===== src/rtl/core/dlbs_pkg.sv =====
package dlbs_pkg;

    // command codes carried by an input beat
    typedef logic [1:0] t_cmd;

    localparam t_cmd CMD_TICK    = 2'd0;
    localparam t_cmd CMD_RESTART = 2'd1;
    localparam t_cmd CMD_RETIME  = 2'd2;

    // configuration register indexes
    typedef logic [2:0] t_reg_idx;

    localparam t_reg_idx REG_MASTER_ENABLE = 3'd0;
    localparam t_reg_idx REG_ON_TIME_A     = 3'd1;
    localparam t_reg_idx REG_OFF_TIME_A    = 3'd2;
    localparam t_reg_idx REG_START_DELAY_A = 3'd3;
    localparam t_reg_idx REG_ON_TIME_B     = 3'd4;
    localparam t_reg_idx REG_OFF_TIME_B    = 3'd5;
    localparam t_reg_idx REG_START_DELAY_B = 3'd6;

    localparam int NUM_LEDS = 2;

endpackage


===== src/rtl/core/dlbs_in_if.sv =====
interface dlbs_in_if;
    import dlbs_pkg::*;

    logic valid;
    logic ready;
    t_cmd cmd;
    logic led_index;

    modport source (output valid, output cmd, output led_index, input ready);
    modport sink   (input valid, input cmd, input led_index, output ready);
endinterface


===== src/rtl/core/dlbs_out_if.sv =====
interface dlbs_out_if;
    logic valid;
    logic ready;
    logic led_a_on;
    logic led_b_on;

    modport source (output valid, output led_a_on, output led_b_on, input ready);
    modport sink   (input valid, input led_a_on, input led_b_on, output ready);
endinterface


===== src/rtl/core/dlbs_cfg_if.sv =====
interface dlbs_cfg_if #(
    parameter int DATA_W = 24
);
    import dlbs_pkg::*;

    logic              valid;
    logic              ready;
    t_reg_idx          index;
    logic [DATA_W-1:0] data;

    modport source (output valid, output index, output data, input ready);
    modport sink   (input valid, input index, input data, output ready);
endinterface


===== src/rtl/core/dual_led_blink_scheduler.sv =====
// dual status led blink scheduler: two leds, each with its own on time, off time and
// start delay in millisecond ticks. an input beat carries a command (tick, restart of
// both leds, retime of one led) and yields exactly one output beat with both drive
// levels after that command. one beat is accepted every clock cycle; a new beat is
// taken in the same cycle the previous registered result is taken, so only a stalled
// output holds the input back. both countdowns are updated together by one subtract
// and compare per led between the state registers. the configuration channel is always
// ready and must be instantiated with DATA_W = TIME_BITS; the user must write it only
// while no command is in flight, unchecked by the block. a zero master enable
// forces both leds off, and the first command after re-enabling restarts both.
module dual_led_blink_scheduler #(
    parameter int TIME_BITS = 24
) (
    input  logic      i_clk,
    input  logic      i_rst_n,
    dlbs_in_if.sink   i_in,
    dlbs_out_if.source o_out,
    dlbs_cfg_if.sink  i_cfg
);
    import dlbs_pkg::*;

    // countdown carries one extra bit so that all ones marks an idle led
    localparam int TL_W = TIME_BITS + 1;
    localparam logic [TL_W-1:0] IDLE_COUNT = '1;

    // configuration
    logic                 r_master_enable;
    logic [TIME_BITS-1:0] r_on_time     [NUM_LEDS];
    logic [TIME_BITS-1:0] r_off_time    [NUM_LEDS];
    logic [TIME_BITS-1:0] r_start_delay [NUM_LEDS];

    // blink state
    logic [TL_W-1:0] r_time_left [NUM_LEDS];
    logic [TL_W-1:0] n_time_left [NUM_LEDS];
    logic [NUM_LEDS-1:0] r_level;
    logic [NUM_LEDS-1:0] n_level;
    logic r_restart_pending;
    logic n_restart_pending;

    // output register
    logic r_out_valid;
    logic r_led_a_on;
    logic r_led_b_on;

    logic in_acc;
    logic cfg_acc;
    logic [TL_W-1:0] elapsed;

    // input taken whenever the output register is empty or being drained
    assign i_in.ready  = !r_out_valid || o_out.ready;
    assign in_acc      = i_in.valid && i_in.ready;
    assign i_cfg.ready = 1'b1;
    assign cfg_acc     = i_cfg.valid;

    assign o_out.valid    = r_out_valid;
    assign o_out.led_a_on = r_led_a_on;
    assign o_out.led_b_on = r_led_b_on;

    // a tick consumes one millisecond, any other command none
    assign elapsed = {{(TL_W-1){1'b0}}, (i_in.cmd == CMD_TICK)};

    always_comb begin
        n_time_left       = r_time_left;
        n_level           = r_level;
        n_restart_pending = r_restart_pending;

        if (in_acc) begin
            if (!r_master_enable) begin
                // disabled: force dark, restart on the first enabled beat
                n_level           = '0;
                n_restart_pending = 1'b1;
            end else begin
                // restart first, either pending or commanded
                if (r_restart_pending || i_in.cmd == CMD_RESTART) begin
                    for (int k = 0; k < NUM_LEDS; k++) begin
                        n_level[k]     = 1'b0;
                        n_time_left[k] = {1'b0, r_start_delay[k]};
                    end
                    n_restart_pending = 1'b0;
                end

                // retime wakes the named led even from a steady state
                if (i_in.cmd == CMD_RETIME) begin
                    n_time_left[i_in.led_index] = '0;
                end

                // countdown and phase action per led
                for (int k = 0; k < NUM_LEDS; k++) begin
                    if (n_time_left[k] != IDLE_COUNT) begin
                        if (n_time_left[k] > elapsed) begin
                            n_time_left[k] = n_time_left[k] - elapsed;
                        end else if (r_on_time[k] != '0 && r_off_time[k] != '0) begin
                            // blinking: toggle and load the length of the new phase
                            n_level[k]     = !n_level[k];
                            n_time_left[k] = n_level[k] ? {1'b0, r_on_time[k]}
                                                        : {1'b0, r_off_time[k]};
                        end else begin
                            // steady on or steady off, counting stops
                            n_level[k]     = (r_on_time[k] != '0);
                            n_time_left[k] = IDLE_COUNT;
                        end
                    end
                end
            end
        end

        // clearing the master enable arms a restart
        if (cfg_acc && i_cfg.index == REG_MASTER_ENABLE && !i_cfg.data[0]) begin
            n_restart_pending = 1'b1;
        end
    end

    // configuration registers
    always_ff @(posedge i_clk) begin
        if (!i_rst_n) begin
            r_master_enable <= 1'b1;
            for (int k = 0; k < NUM_LEDS; k++) begin
                r_on_time[k]     <= '0;
                r_off_time[k]    <= '0;
                r_start_delay[k] <= '0;
            end
        end else if (cfg_acc) begin
            unique case (i_cfg.index)
                REG_MASTER_ENABLE: r_master_enable  <= i_cfg.data[0];
                REG_ON_TIME_A:     r_on_time[0]     <= i_cfg.data[TIME_BITS-1:0];
                REG_OFF_TIME_A:    r_off_time[0]    <= i_cfg.data[TIME_BITS-1:0];
                REG_START_DELAY_A: r_start_delay[0] <= i_cfg.data[TIME_BITS-1:0];
                REG_ON_TIME_B:     r_on_time[1]     <= i_cfg.data[TIME_BITS-1:0];
                REG_OFF_TIME_B:    r_off_time[1]    <= i_cfg.data[TIME_BITS-1:0];
                REG_START_DELAY_B: r_start_delay[1] <= i_cfg.data[TIME_BITS-1:0];
                default: begin
                    // unmapped index, write dropped
                end
            endcase
        end
    end

    // blink state
    always_ff @(posedge i_clk) begin
        if (!i_rst_n) begin
            for (int k = 0; k < NUM_LEDS; k++) begin
                r_time_left[k] <= IDLE_COUNT;
            end
            r_level           <= '0;
            r_restart_pending <= 1'b1;
        end else begin
            r_time_left       <= n_time_left;
            r_level           <= n_level;
            r_restart_pending <= n_restart_pending;
        end
    end

    // output register
    always_ff @(posedge i_clk) begin
        if (!i_rst_n) begin
            r_out_valid <= 1'b0;
        end else if (i_in.ready) begin
            r_out_valid <= i_in.valid;
        end
    end

    always_ff @(posedge i_clk) begin
        if (in_acc) begin
            r_led_a_on <= n_level[0];
            r_led_b_on <= n_level[1];
        end
    end

    // every accepted beat yields a result in the next cycle
    a_result_follows: assert property (@(posedge i_clk) disable iff (!i_rst_n)
        in_acc |=> o_out.valid)
        else $error("accepted beat produced no result");

    // disabled block shows both leds dark
    a_disabled_dark: assert property (@(posedge i_clk) disable iff (!i_rst_n)
        in_acc && !r_master_enable |=> !o_out.led_a_on && !o_out.led_b_on)
        else $error("led lit while master enable is clear");

    // disabled beat arms a restart
    a_disabled_arms: assert property (@(posedge i_clk) disable iff (!i_rst_n)
        in_acc && !r_master_enable |=> r_restart_pending)
        else $error("restart not armed after disabled beat");

    // enabled beat with no config write consumes any pending restart
    a_restart_consumed: assert property (@(posedge i_clk) disable iff (!i_rst_n)
        in_acc && r_master_enable && !cfg_acc |=> !r_restart_pending)
        else $error("pending restart survived an enabled beat");

endmodule

===== src/flat_wrapper.sv =====
// flat-port wrapper written by rule: the top's interface ports become plain ports
module dual_led_blink_scheduler_flat import dlbs_pkg::*;
#(
    parameter int TIME_BITS = 24
)
  (i_clk, i_rst_n, i_in_valid, i_in_cmd, i_in_led_index, i_in_ready, o_out_valid, o_out_led_a_on, o_out_led_b_on, o_out_ready, i_cfg_valid, i_cfg_index, i_cfg_data, i_cfg_ready);
  dlbs_in_if i_in_i ();
  dlbs_out_if o_out_i ();
  dlbs_cfg_if i_cfg_i ();
  input  logic i_clk;
  input  logic i_rst_n;
  input wire logic [$bits(i_in_i.valid)-1:0] i_in_valid;
  input wire logic [$bits(i_in_i.cmd)-1:0] i_in_cmd;
  input wire logic [$bits(i_in_i.led_index)-1:0] i_in_led_index;
  output wire logic [$bits(i_in_i.ready)-1:0] i_in_ready;
  output wire logic [$bits(o_out_i.valid)-1:0] o_out_valid;
  output wire logic [$bits(o_out_i.led_a_on)-1:0] o_out_led_a_on;
  output wire logic [$bits(o_out_i.led_b_on)-1:0] o_out_led_b_on;
  input wire logic [$bits(o_out_i.ready)-1:0] o_out_ready;
  input wire logic [$bits(i_cfg_i.valid)-1:0] i_cfg_valid;
  input wire logic [$bits(i_cfg_i.index)-1:0] i_cfg_index;
  input wire logic [$bits(i_cfg_i.data)-1:0] i_cfg_data;
  output wire logic [$bits(i_cfg_i.ready)-1:0] i_cfg_ready;
  assign i_in_i.valid = i_in_valid;
  assign i_in_i.cmd = i_in_cmd;
  assign i_in_i.led_index = i_in_led_index;
  assign i_in_ready = i_in_i.ready;
  assign o_out_valid = o_out_i.valid;
  assign o_out_led_a_on = o_out_i.led_a_on;
  assign o_out_led_b_on = o_out_i.led_b_on;
  assign o_out_i.ready = o_out_ready;
  assign i_cfg_i.valid = i_cfg_valid;
  assign i_cfg_i.index = i_cfg_index;
  assign i_cfg_i.data = i_cfg_data;
  assign i_cfg_ready = i_cfg_i.ready;
  dual_led_blink_scheduler #(.TIME_BITS(TIME_BITS)) u_core (.i_clk(i_clk), .i_rst_n(i_rst_n), .i_in(i_in_i), .o_out(o_out_i), .i_cfg(i_cfg_i));
endmodule

===== config.mk =====
export PLATFORM = sky130hd
export DESIGN_NAME = dual_led_blink_scheduler_flat
export DESIGN_NICKNAME = d
export VERILOG_FILES = /design/src/rtl/core/dlbs_pkg.sv /design/src/rtl/core/dlbs_in_if.sv /design/src/rtl/core/dlbs_out_if.sv /design/src/rtl/core/dlbs_cfg_if.sv /design/src/rtl/core/dual_led_blink_scheduler.sv /design/src/flat_wrapper.sv
export SDC_FILE = /design/constraint.sdc
export NUM_CORES = 1
export LEC_CHECK = 0
export ABC_CLOCK_PERIOD_IN_PS = 5300
export BUFFER_PORTS_ARGS = -buffer_cell sky130_fd_sc_hd__buf_2
export CAP_MARGIN = 40
export CORE_ASPECT_RATIO = 0.5
export CORE_UTILIZATION = 45
export DETAILED_ROUTE_END_ITERATION = 8
export HOLD_SLACK_MARGIN = 0.05
export PLACE_DENSITY = 0.69
export SKIP_CTS_REPAIR_TIMING = 1
export SYNTH_ARGS = -nofsm -noshare
export SYNTH_HDL_FRONTEND = slang
export SYNTH_SLANG_ARGS = --single-unit

===== constraint.sdc =====
create_clock -name i_clk -period 5.3 [get_ports i_clk]
set_clock_uncertainty 0.15 [all_clocks]
set_input_delay 0 -clock i_clk [delete_from_list [all_inputs] [get_ports i_clk]]
set_output_delay 0 -clock i_clk [all_outputs]
set_load 0.01 [all_outputs]

== Yosys cells after proc, flatten, opt, wreduce, memory -nomap -nowiden ==
Memories as Yosys holds them, arrays and structs flattened.
Cells that the tools add are included.

* Eq/ne operators: 11
* Reduce and logical (&&, ||, !) cells: 22
* Shift operators: 0
* Multiply operators: 0
* Add/subtract/negate cells: 2
* Muxes and demuxes: 60
* Div/mod/pow operators: 0
* Bitwise operators: 10
* $lt $le $gt $ge: 4

{| class="wikitable"
|+ Operator list
! cell !! count
|-
| two-way mux 50 bit || 6
|-
| two-way mux 24 bit || 8
|-
| two-way mux 25 bit || 7
|-
| nonzero test 24 bit || 4
|-
| bitwise AND 50 bit || 1
|-
| greater-than comparator 25 x 1 -> 1 bit || 2
|-
| inequality test 25 bit, second input constant || 2
|-
| NOT 50 bit || 1
|-
| subtractor 25 x 1 -> 25 bit || 2
|-
| two-way mux 1 bit || 33
|-
| demux 25 bit (select 1 bit) || 1
|-
| two-way mux 2 bit || 5
|-
| equality test 3 bit, second input constant || 3
|-
| equality test 3 x 2 -> 1 bit, second input constant || 2
|-
| logical AND 1 bit || 6
|-
| OR 1 bit || 6
|-
| AND reduction 2 bit || 3
|-
| logical NOT 1 bit || 4
|-
| equality test 3 x 1 -> 1 bit, second input constant || 1
|-
| logical NOT 3 bit || 1
|-
| equality test 2 x 1 -> 1 bit, second input constant || 1
|-
| equality test 2 bit, second input constant || 1
|-
| greater-or-equal comparator 2 bit, second input constant || 1
|-
| logical NOT 2 bit || 1
|-
| 6 further kinds || 7
|}

* Input port bits: 35
* Bits in writable memories: 144
* ROM bits: 0
* Latch bits: 0
* Word-level logic and storage cells: 120
* Bits in registers: 57
* Memories kept: 3

{| class="wikitable"
|+ Memory list
! name !! words !! width !! read ports !! clocked after memory_dff !! wr ports !! line !! source
|-
| u_core.r_off_time || 2 || 24 || 2 || 0 || 2 || dual_led_blink_scheduler.sv:29 || <nowiki>logic [TIME_BITS-1:0] r_off_time [NUM_LEDS];</nowiki>
|-
| u_core.r_on_time || 2 || 24 || 2 || 0 || 2 || dual_led_blink_scheduler.sv:28 || <nowiki>logic [TIME_BITS-1:0] r_on_time [NUM_LEDS];</nowiki>
|-
| u_core.r_start_delay || 2 || 24 || 2 || 0 || 2 || dual_led_blink_scheduler.sv:30 || <nowiki>logic [TIME_BITS-1:0] r_start_delay [NUM_LEDS];</nowiki>
|}

== Longest topological paths before layout ==
Gate-level depths: netlist of the first run.

* Word-level depth: 15
* Depth in mapped cells: 17
* Depth with buffers taken out: 14

== Worst setup path after synthesis of the first run ==
No wires, ideal clock.

* Path type: register to register
* From: register u_core.r_restart_pending
* To: register u_core.r_time_left[14] (netlist name)
* Buffers on the path: 4
* Setup slack: 2.024 ns
* Data arrival time: 2.994 ns
* Stages on the path, launching flop included: 18
* Setup time: 0.132 ns
* Period minus slack after synthesis: 3.276 ns
* Path through: dfxtp_1 > buf_2 > nor2_2 > buf_2 > buf_2 > buf_4 > nor2_1 > nor2_1 > o21ai_0 > ha_1 > ha_1 > inv_1 > a221o_1 > nand4b_1 > nor3b_1 > and3_1 > xor2_1 > a31oi_1

* Longest elaborated chain between the ends: 11
* Elaborated cells on any way between the ends: 18

{| class="wikitable"
|+ RTL lines
! element !! line !! source
|-
| start: declaration || dual_led_blink_scheduler.sv:37 || <nowiki>logic r_restart_pending;</nowiki>
|-
| start signal: assignment || dual_led_blink_scheduler.sv:149 || <nowiki>r_restart_pending <= n_restart_pending;</nowiki>
|-
| logical OR 1 bit (*) || dual_led_blink_scheduler.sv:74 || <nowiki>if (r_restart_pending || i_in.cmd == CMD_RESTART) begin</nowiki>
|-
| two-way mux 50 bit || dual_led_blink_scheduler.sv:74 ||
|-
| two-way mux 50 bit || dual_led_blink_scheduler.sv:68 || <nowiki>if (!r_master_enable) begin</nowiki>
|-
| two-way mux 50 bit || dual_led_blink_scheduler.sv:67 || <nowiki>if (in_acc) begin</nowiki>
|-
| bitwise AND 50 bit (no source line) || n/a ||
|-
| two-way mux 50 bit || dual_led_blink_scheduler.sv:83 || <nowiki>if (i_in.cmd == CMD_RETIME) begin</nowiki>
|-
| two-way mux 50 bit || dual_led_blink_scheduler.sv:68 ||
|-
| two-way mux 50 bit || dual_led_blink_scheduler.sv:67 ||
|-
| subtractor 25 x 1 -> 25 bit or greater-than comparator 25 x 1 -> 1 bit (tied branches) || dual_led_blink_scheduler.sv:91, dual_led_blink_scheduler.sv:90 ||
|-
| two-way mux 25 bit || dual_led_blink_scheduler.sv:90 || <nowiki>if (n_time_left[k] > elapsed) begin</nowiki>
|-
| two-way mux 25 bit (*) || dual_led_blink_scheduler.sv:89 || <nowiki>if (n_time_left[k] != IDLE_COUNT) begin</nowiki>
|-
| end signal: assignment || dual_led_blink_scheduler.sv:147 || <nowiki>r_time_left <= n_time_left;</nowiki>
|-
| end: declaration || dual_led_blink_scheduler.sv:33 || <nowiki>logic [TL_W-1:0] r_time_left [NUM_LEDS];</nowiki>
|}

Mark *: on every way between the ends. The rest lies on a longest branch, timed or not. The select of a mux whose other input is x is not followed.
A chain may end at the register's enable or synchronous reset.

== Worst setup path after layout of the first run ==
* From: register u_core.r_restart_pending
* To: register u_core.r_time_left[18] (netlist name)

Same word-level chain as after synthesis.

==> results of run 1 <==
[worst reg2reg max path, stage by stage, from the launching register on]
cell	delay, ps
sky130_fd_sc_hd__dfxtp_2	580
sky130_fd_sc_hd__nor2_4	210
sky130_fd_sc_hd__buf_16	230
sky130_fd_sc_hd__nor2_1	130
sky130_fd_sc_hd__nor2_1	60
sky130_fd_sc_hd__o21ai_0	120
sky130_fd_sc_hd__ha_1	290
sky130_fd_sc_hd__ha_1	220
sky130_fd_sc_hd__inv_1	50
sky130_fd_sc_hd__a221o_1	350
sky130_fd_sc_hd__nand4b_1	540
sky130_fd_sc_hd__nor2_1	420
sky130_fd_sc_hd__a31oi_1	130
sky130_fd_sc_hd__a311oi_1	300
sky130_fd_sc_hd__o311ai_1	140
[cells in the mapped netlist (3+ instances only)]
cell	number	area share, %
sky130_fd_sc_hd__nor3_2	4	0.39
sky130_fd_sc_hd__o32a_1	10	0.98
sky130_fd_sc_hd__o211ai_1	19	1.4
sky130_fd_sc_hd__or3_1	23	1.4
sky130_fd_sc_hd__dfxtp_1	55	11
sky130_fd_sc_hd__buf_4	5	0.37
sky130_fd_sc_hd__o21ai_0	18	0.88
sky130_fd_sc_hd__nand2b_1	9	0.55
sky130_fd_sc_hd__a22oi_1	3	0.22
sky130_fd_sc_hd__clkbuf_1	31	1.1
sky130_fd_sc_hd__inv_1	5	0.18
sky130_fd_sc_hd__nand3_1	34	1.7
sky130_fd_sc_hd__o21ai_1	11	0.54
sky130_fd_sc_hd__xor2_1	3	0.26
sky130_fd_sc_hd__a31oi_1	18	1.1
sky130_fd_sc_hd__nor4b_1	3	0.26
sky130_fd_sc_hd__a21oi_1	50	2.5
sky130_fd_sc_hd__edfxtp_1	146	43
sky130_fd_sc_hd__or2_2	3	0.18
sky130_fd_sc_hd__o311ai_1	4	0.34
sky130_fd_sc_hd__nand4_1	18	1.1
sky130_fd_sc_hd__and3_1	12	0.74
sky130_fd_sc_hd__nand2_1	127	4.7
sky130_fd_sc_hd__ha_1	4	0.49
sky130_fd_sc_hd__o22a_1	8	0.69
sky130_fd_sc_hd__buf_6	4	0.44
sky130_fd_sc_hd__o22ai_1	3	0.18
sky130_fd_sc_hd__xnor2_1	21	1.8
sky130_fd_sc_hd__nor2_1	82	3.0
sky130_fd_sc_hd__mux2i_1	17	1.7
sky130_fd_sc_hd__nand3b_1	3	0.22
sky130_fd_sc_hd__o32ai_1	11	0.94
sky130_fd_sc_hd__a41oi_1	3	0.26
sky130_fd_sc_hd__nor4_1	39	2.4
sky130_fd_sc_hd__and2_1	77	4.7
sky130_fd_sc_hd__o31a_1	4	0.34
sky130_fd_sc_hd__o211ai_2	6	0.74
sky130_fd_sc_hd__buf_2	18	0.88
sky130_fd_sc_hd__a211oi_1	4	0.29
sky130_fd_sc_hd__o21bai_1	16	1.2
sky130_fd_sc_hd__nor3_1	11	0.54
sky130_fd_sc_hd__nor3b_1	6	0.44
[layer usage]
metal / part of all wire, % / global-route usage (%)
met5: 0 / 0
met4: 2.0 / 5.52
met3: 14 / 8.10
met2: 40 / 38.6
met1: 44 / 43.1
[metrics by stage]
step           setup WS [ps]  utilization, %
3_3_place_gp            1510            48.6
5_1_grt                 1060            53.6
2_1_floorplan           2020               -
4_1_cts                 1370            52.1
3_5_place_dp            1370            49.0
6_report                1220            53.6
[cells by family after synthesis]
family,count (synthesis),share of synthesized area [%]
compound gates,212,14.8
xor+xnor,24,2.06
fa+ha+maj,4,0.490
buf+inv,63,3.02
flops,201,53.7
mux,18,1.78
other cells,1,0.0367
simple gates,465,24.1
[worst max-delay path by stage]
stage	cells after the start	endpoint	startpoint	slack, ps
final	14	u_core.r_time_left[18]	u_core.r_restart_pending	1220
after global routing	14	u_core.r_time_left[14]	u_core.r_restart_pending	1060
after CTS	14	u_core.r_time_left[18]	u_core.r_restart_pending	1370
after detailed placement	14	u_core.r_time_left[18]	u_core.r_restart_pending	1370
after global placement	9	u_core.r_time_left[48]	u_core.r_restart_pending	1510
after floorplan	17	u_core.r_time_left[14]	u_core.r_restart_pending	2020
[flip-flops by register name (all words and copies together), names as in the netlist]
signal / count
u_core.r_restart_pending: 1
u_core.r_time_left: 50
u_core.o_out.led_a_on: 1
u_core.r_master_enable: 1
u_core.o_out.valid: 1
u_core.r_level: 2
u_core.r_start_delay: 48
u_core.r_off_time: 48
u_core.r_on_time: 48
u_core.o_out.led_b_on: 1
[area by class of cell]
class	count	share of cell area [%]
Antenna cell	2	0.0425
Clock buffer	23	4.35
Inverter	5	0.159
Multi-Input combinational cell	724	37.9
Clock inverter	13	1.51
Timing Repair Buffer	93	6.27
Sequential cell	201	46.6
Tap cell	300	3.19
[power breakdown]
part	leakage, nW	switching [mW]	internal [mW]
Combinational	1.84	0.308	0.167
Sequential	1.87	0.0747	1.81
Clock	0.332	0.623	0.893
Total	4.04	1.01	2.87
==> metrics list, run 1 <==
- Number of rows created at floorplan: 38
- Leaving out fill and tap cells, the most frequent cell in the layout is sky130_fd_sc_hd__edfxtp_1.
- Detailed placement ended at an HPWL of between 20 and 25 mm.
* Clock Latency Late Sink: 520 ps
- The final number of max-transition violations came to 0.
- The worst hold path belongs to the class input pin to register.
- The synthesized netlist occupies a cell area of roughly 0.01 sq mm.
* Number of clock sinks seen by CTS: about 200
* Part of the Yosys area used for sequential elements: between 50% and 60%
* Slew at the pin with the worst max-slew slack: between 900 and 1000 ps
- STA classifies the critical path endpoint as a register.
- Maximum level of the CTS H-tree: 1
- In this run, synthesis inferred ~150 flip-flops with an integrated enable.
- Fin Hold WS: between 70 and 80 ps
* Count of state elements after synthesis: approximately 200
- Die area: about 0.023 sq mm
- For this design, the slowest cell found on the critical path is sky130_fd_sc_hd__dfxtp_2.
- Leading register cell type out of synthesis: sky130_fd_sc_hd__edfxtp_1
* Required arrival time at the worst endpoint: about 5500 ps
- The number of cells on the worst reg-to-reg path is 14.
- After detailed placement, the design holds a cell count of approximately 1300.
- Dividing the detail-routed wire length by the instance count gives ~24 microns.
* Crit path kind: register to register
* Cell depth of the worst min-delay path: 5
- In this design, the stage delay of the slowest critical-path cell is between 500 and 600 ps.
- Along the worst path, the maximum fanout reaches 27.
* Number of global-route vias before repair: ~7700
- Number of input and output port buffers inserted: 38
* Post-synthesis async set-or-reset flop share: 0%
* Post-route cell area: ~0.012 sq mm
* Synthesized net count: just over 1000
* First-pass GRT wire length: 48.2 mm
- Compared with the post-synthesis result, the final layout area differs by 15.4%.
- Setup repair after global routing left no endpoint under its margin.
- TritonCTS clock tree: done
* Number of library cell types mapped by synthesis: around 70
- Overflow left after global routing: 0
- Overall routing resource usage: between 20% and 30%
* Synthesized instance count: slightly below 1000
* Max-cap violation count: 0
- The signal on the critical path passes through nor2_4 > buf_16 > nor2_1 > nor2_1 > o21ai_0 > ha_1 > ha_1 > inv_1 > a221o_1 > nand4b_1 > nor2_1 > a31oi_1 > a311oi_1 > o311ai_1.
- After layout, the worst path uses approximately three quarters of the clock period.
- In this run the tightest slew margin relative to its limit is a little under two fifths.
* Count of buffering cells on the critical path with inverters included: 2
* Number of warnings printed during yosys synthesis: 0
- The congestion estimate from routability-driven global placement came to 1.01.
- IO Count: 40
- Power per Cell Area: 329 mW/mm^2
* DRC: 0
- Power Total: between 3 and 4 mW
* Drt first pass iters: 7
- In the layout the commonest cells are sky130_fd_sc_hd__edfxtp_1, sky130_fd_sc_hd__nand2_1, sky130_fd_sc_hd__nor2_1.
- A synthesized cell averages around 10 sq um.
- Worst min-delay path startpoint: i_cfg_index[2]
* Final number of hold-violating endpoints: 0
- For this run, the post-layout net count is between 1000 and 1500.
- Max frequency: approximately 0.25 GHz
- The detailed router finished its first iteration with 1328 violations.
- Measured along the x axis, the die boundary spans approximately 220 microns.
- Critical register-to-register path endpoint: u_core.r_time_left[18]
- Library cell appearing most often on the critical path: sky130_fd_sc_hd__nor2_1
* Outcome: complete, no violations
- Entering global routing, the biggest net connects 47 pins.
* Placed instance area: 0.0108 sq mm
* Clock root cell: sky130_fd_sc_hd__clkbuf_16
* R2R Setup Slk: 1220 ps
* Final-layout fill cell count: approximately 1900
- Core Footprint: around 0.022 sq mm
- Combined area of the multi-input logic cells: approximately 0.0045 sq mm
- For hold timing, the worst endpoint is u_core.r_master_enable.
- Effective utilization at floorplan: a little under half
* Inserted Clock Buffers: 20
- Once detail routing completed, the nets flagged for antenna violations numbered 0.
- The post-route netlist has about 12% of its cells at a drive strength greater than 1.
- Broken down by cell family, the worst path's largest delay share belongs to simple AND/OR/NAND/NOR gates.
* Worst setup SP type: register
* Max VDD drop: between 0.0002 and 0.00025 V
- For this block, the routed nets add up to 33.2 mm of wire.
* Clock slew at the register clock pins of the worst setup and hold paths: 70 ps
* Static leakage: about 4 nW
* Final min period: 4080 ps
- Number of endpoints failing setup at the final stage: 0
* TNS Setup: 0 ps
* Sequential cell area in the final layout: ~0.0055 sq mm
* Critical path arrival: 4290 ps
- For this run, the number of standard cells in the final layout without fillers is between 1000 and 1500.
- Vias per cell: roughly 6.3
- The initial antenna violation count was 2.
* Worst reg2reg path startpoint: u_core.r_restart_pending
- Die Height: 109 microns
* Via total after detailed routing: ~8600
- Clk buf depth: 3
No activity file was read; power rests on OpenSTA's default activity.
==> run 2, diff against run 1 <==
--- a/config.mk
+++ b/config.mk
@@ -5,7 +5,7 @@
 export SDC_FILE = /design/constraint.sdc
 export NUM_CORES = 1
 export LEC_CHECK = 0
-export ABC_CLOCK_PERIOD_IN_PS = 5300
+export ABC_CLOCK_PERIOD_IN_PS = 3900
 export BUFFER_PORTS_ARGS = -buffer_cell sky130_fd_sc_hd__buf_2
 export CAP_MARGIN = 40
 export CORE_ASPECT_RATIO = 0.5
==> constraint.sdc (replaced) <==
create_clock -name i_clk -period 3.9 [get_ports i_clk]
set_clock_uncertainty 0.15 [all_clocks]
set_input_delay 0 -clock i_clk [delete_from_list [all_inputs] [get_ports i_clk]]
set_output_delay 0 -clock i_clk [all_outputs]
set_load 0.01 [all_outputs]
==> metrics list, run 2 (same netlist as run 1, synthesis figures left out) <==
- Final number of hold-violating endpoints: 0 (unchanged)
- Number of rows created at floorplan: 38 (unchanged)
* Max-cap violation count: 0 (unchanged)
- DR WL met2: 13.2 mm (+0.30%)
* Clk buf depth: 3 (unchanged)
* Final worst slack: 464 ps (-758 ps)
* Count of antenna diodes in the layout: 0 (-2)
* Core Footprint: 0.0220 sq mm (unchanged)
- First-pass GRT wire length: 49.2 mm (+2.1%)
- The leftover overflow at the end of global routing is 0 (unchanged).
* Via total after detailed routing: 8596 (+0.34%)
- The worst slew margin relative to its limit was 40.9% (+3.6 points).
- The clock latency on the worst-skew pair came to 510 ps (about the same).
* Maximum level of the CTS H-tree: 1 (unchanged)
- Slew at the pin with the worst max-slew slack: 884 ps (-53.9 ps)
- The number of buffer cells added on primary ports is 38 (unchanged).
- The average wire per cell in the routed design came to 24.6 microns (+0.73%).
- Effective utilization at floorplan: 46.5% (unchanged)
- The final HPWL from detailed placement came to 24.9 mm (+4.0%).
- Commonest non-fill, non-tap cell in the layout: sky130_fd_sc_hd__edfxtp_1
- Clock slew at the register clock pins of the worst setup and hold paths: 70 ps (about the same)
- The total met3 wirelength after detailed routing came to 4.34 mm (-7.7%).
- The number of nets in the layout is 1108 (+2.2%).
- Antenna-violating nets left: 0 (unchanged)
- Critical-path top delay cell: sky130_fd_sc_hd__a31oi_1
- Register name with the most flops: u_core.r_time_left
* Overall routing resource usage: 28.7% (+0.63 points)
- Fraction of layout cells with a size suffix above 1: 14.2% (+1.9 points)
* Fin Hold WS: 62.5 ps (-12.7 ps)
- The highest fanout seen on the critical path was 29 (+7.4%).
- Number of global-route vias before repair: 7719 (+0.88%)
- Die area: 0.0233 sq mm (unchanged)
* Max frequency: 0.291 GHz (+19%)
- TritonCTS clock tree: done
- TNS Setup: 0 ps (unchanged)
* Unrepaired setup endpoints after global routing: no
- The final worst-path cycle share was 88.1% (+11 points).
* Count of buffering cells on the critical path with inverters included: 2 (unchanged)
- Worst setup SP type: register
- The pin count of the biggest net entering global routing was 42 (-11%).
- The maximum resistive drop on vdd came to 0.000385 V (+73%).
- The number of buffers added by the clock tree synthesis step came to 20 (unchanged).
- Among cell families on the critical path, the largest total delay comes from compound AO/OA/AOI/OAI gates.
- Number of max-slew violations in the final report: 0 (unchanged)
- The total number of clock tree sinks came to 201 (unchanged).
- The static leakage is 4.15 nW (+2.8%).
- Worst setup slack after placement: 541 ps (-827 ps)
* Util after Layout: 54.3% (+0.68 points)
* Topmost layer with routed signal wires: met4
* Type of destination of the critical path: register
- The count of fill cells added during filler insertion was 1929 (+2.3%).
* Die Height: 109 microns (unchanged)
- Vias per cell: 6.22 (-1.3%)
* Maximum cell stage delay along the critical path: 540 ps (-40 ps)
- Number of endpoints failing setup at the final stage: 0 (unchanged)
* Antenna violations before repair: 1 (-1)
- Required arrival time at the worst endpoint: 4200 ps (-1310 ps)
- Compared with the post-synthesis result, the final layout area differs by 16.8%.
- Number of design-rule violations left by the first detailed-router iteration: 1232 (-7.2%)
- The routed metal-1 wirelength came to 15.7 mm (+7.2%).
- The critical path is of the register to register type.
- The power density normalized to cell area is 441 mW/mm^2 (+34%).
- Power Total: 5.26 mW (+36%)
- The data arrival time of the worst path came to 3730 ps (-560 ps).
- The total routed wirelength was 34.0 mm (+2.4%).
* Drt first pass iters: 5 (-2)
- The I/O pin count was 40 (unchanged).
- Hold crit path type: input pin to register
- The shortest period the worst path allows was 3440 ps (-642 ps).
- Sequence of cells on the critical path: buf_4 > o21bai_1 > a22oi_4 > nand4_1 > nor3_2 > o211ai_2 > buf_6 > a31oi_1 > o32a_1
* Clock root cell: sky130_fd_sc_hd__clkbuf_16
- The flow ran to the end, and the final reports show no timing, DRC or antenna violations.
- The overall die width came to 215 microns (unchanged).
- The final weighted congestion in routability-driven placement is 0.961 (-4.4%).
- The number of remaining DRC errors is 0 (unchanged).
- Most used cells in the layout excluding fill and tap cells: sky130_fd_sc_hd__edfxtp_1, sky130_fd_sc_hd__nand2_1, sky130_fd_sc_hd__nor2_1
- Flip-flop count of the largest register after layout: 50 (unchanged)
## run 2: report_power, final
part | internal, mW | switching [mW] | total, mW | leakage, nW
Sequential | 2.46 | 0.0933 | 2.55 | 1.87
Clock | 1.19 | 0.850 | 2.04 | 0.333
Combinational | 0.236 | 0.432 | 0.668 | 1.95
Total | 3.88 | 1.38 | 5.26 | 4.15
## run 2: path summary, 6_finish.rpt
check | startpoint | end | slack, ps | cells past startpoint
max reg2reg | u_core.r_restart_pending | u_core.r_time_left[15] | 460 | 9
min reg2reg | u_core.r_time_left[28] | u_core.r_time_left[28] | 330 | 2
min | i_cfg_index[2] | u_core.r_start_delay[0][47] | 60 | 3
max | u_core.r_restart_pending | u_core.r_time_left[15] | 460 | 9
## run 2: worst min-delay path: stages
cell                      delay (ps)
sky130_fd_sc_hd__buf_2           130
sky130_fd_sc_hd__nand2_1         200
sky130_fd_sc_hd__o21ai_2         180
## run 2: cell type report
type	instances	area (sq um)	area share, %
Sequential cell	201	5490	46.0
Multi-Input combinational cell	724	4470	37.5
Timing Repair Buffer	117	895	7.50
Clock buffer	26	543	4.55
Tap cell	300	375	3.15
Clock inverter	10	139	1.16
Inverter	5	18.8	0.157
## run 2: metal layers
layer | vias to the layer above | global-route usage, %
li1 | 3877 | -
met1 | 4162 | 43.9
met2 | 500 | 38.7
met3 | 57 | 8.95
met4 | 0 | 6.64
met5 | - | 0
## run 2: stage by stage
| step | cell area (sq um) | instances |
|---|---|---|
| 6_report | 11900 | 1383 |
| 3_5_place_dp | 10900 | 1315 |
| 2_1_floorplan | 10200 | 988 |
| 4_1_cts | 11600 | 1351 |
| 3_3_place_gp | 10900 | 1312 |
| 5_1_grt | 11900 | 1383 |
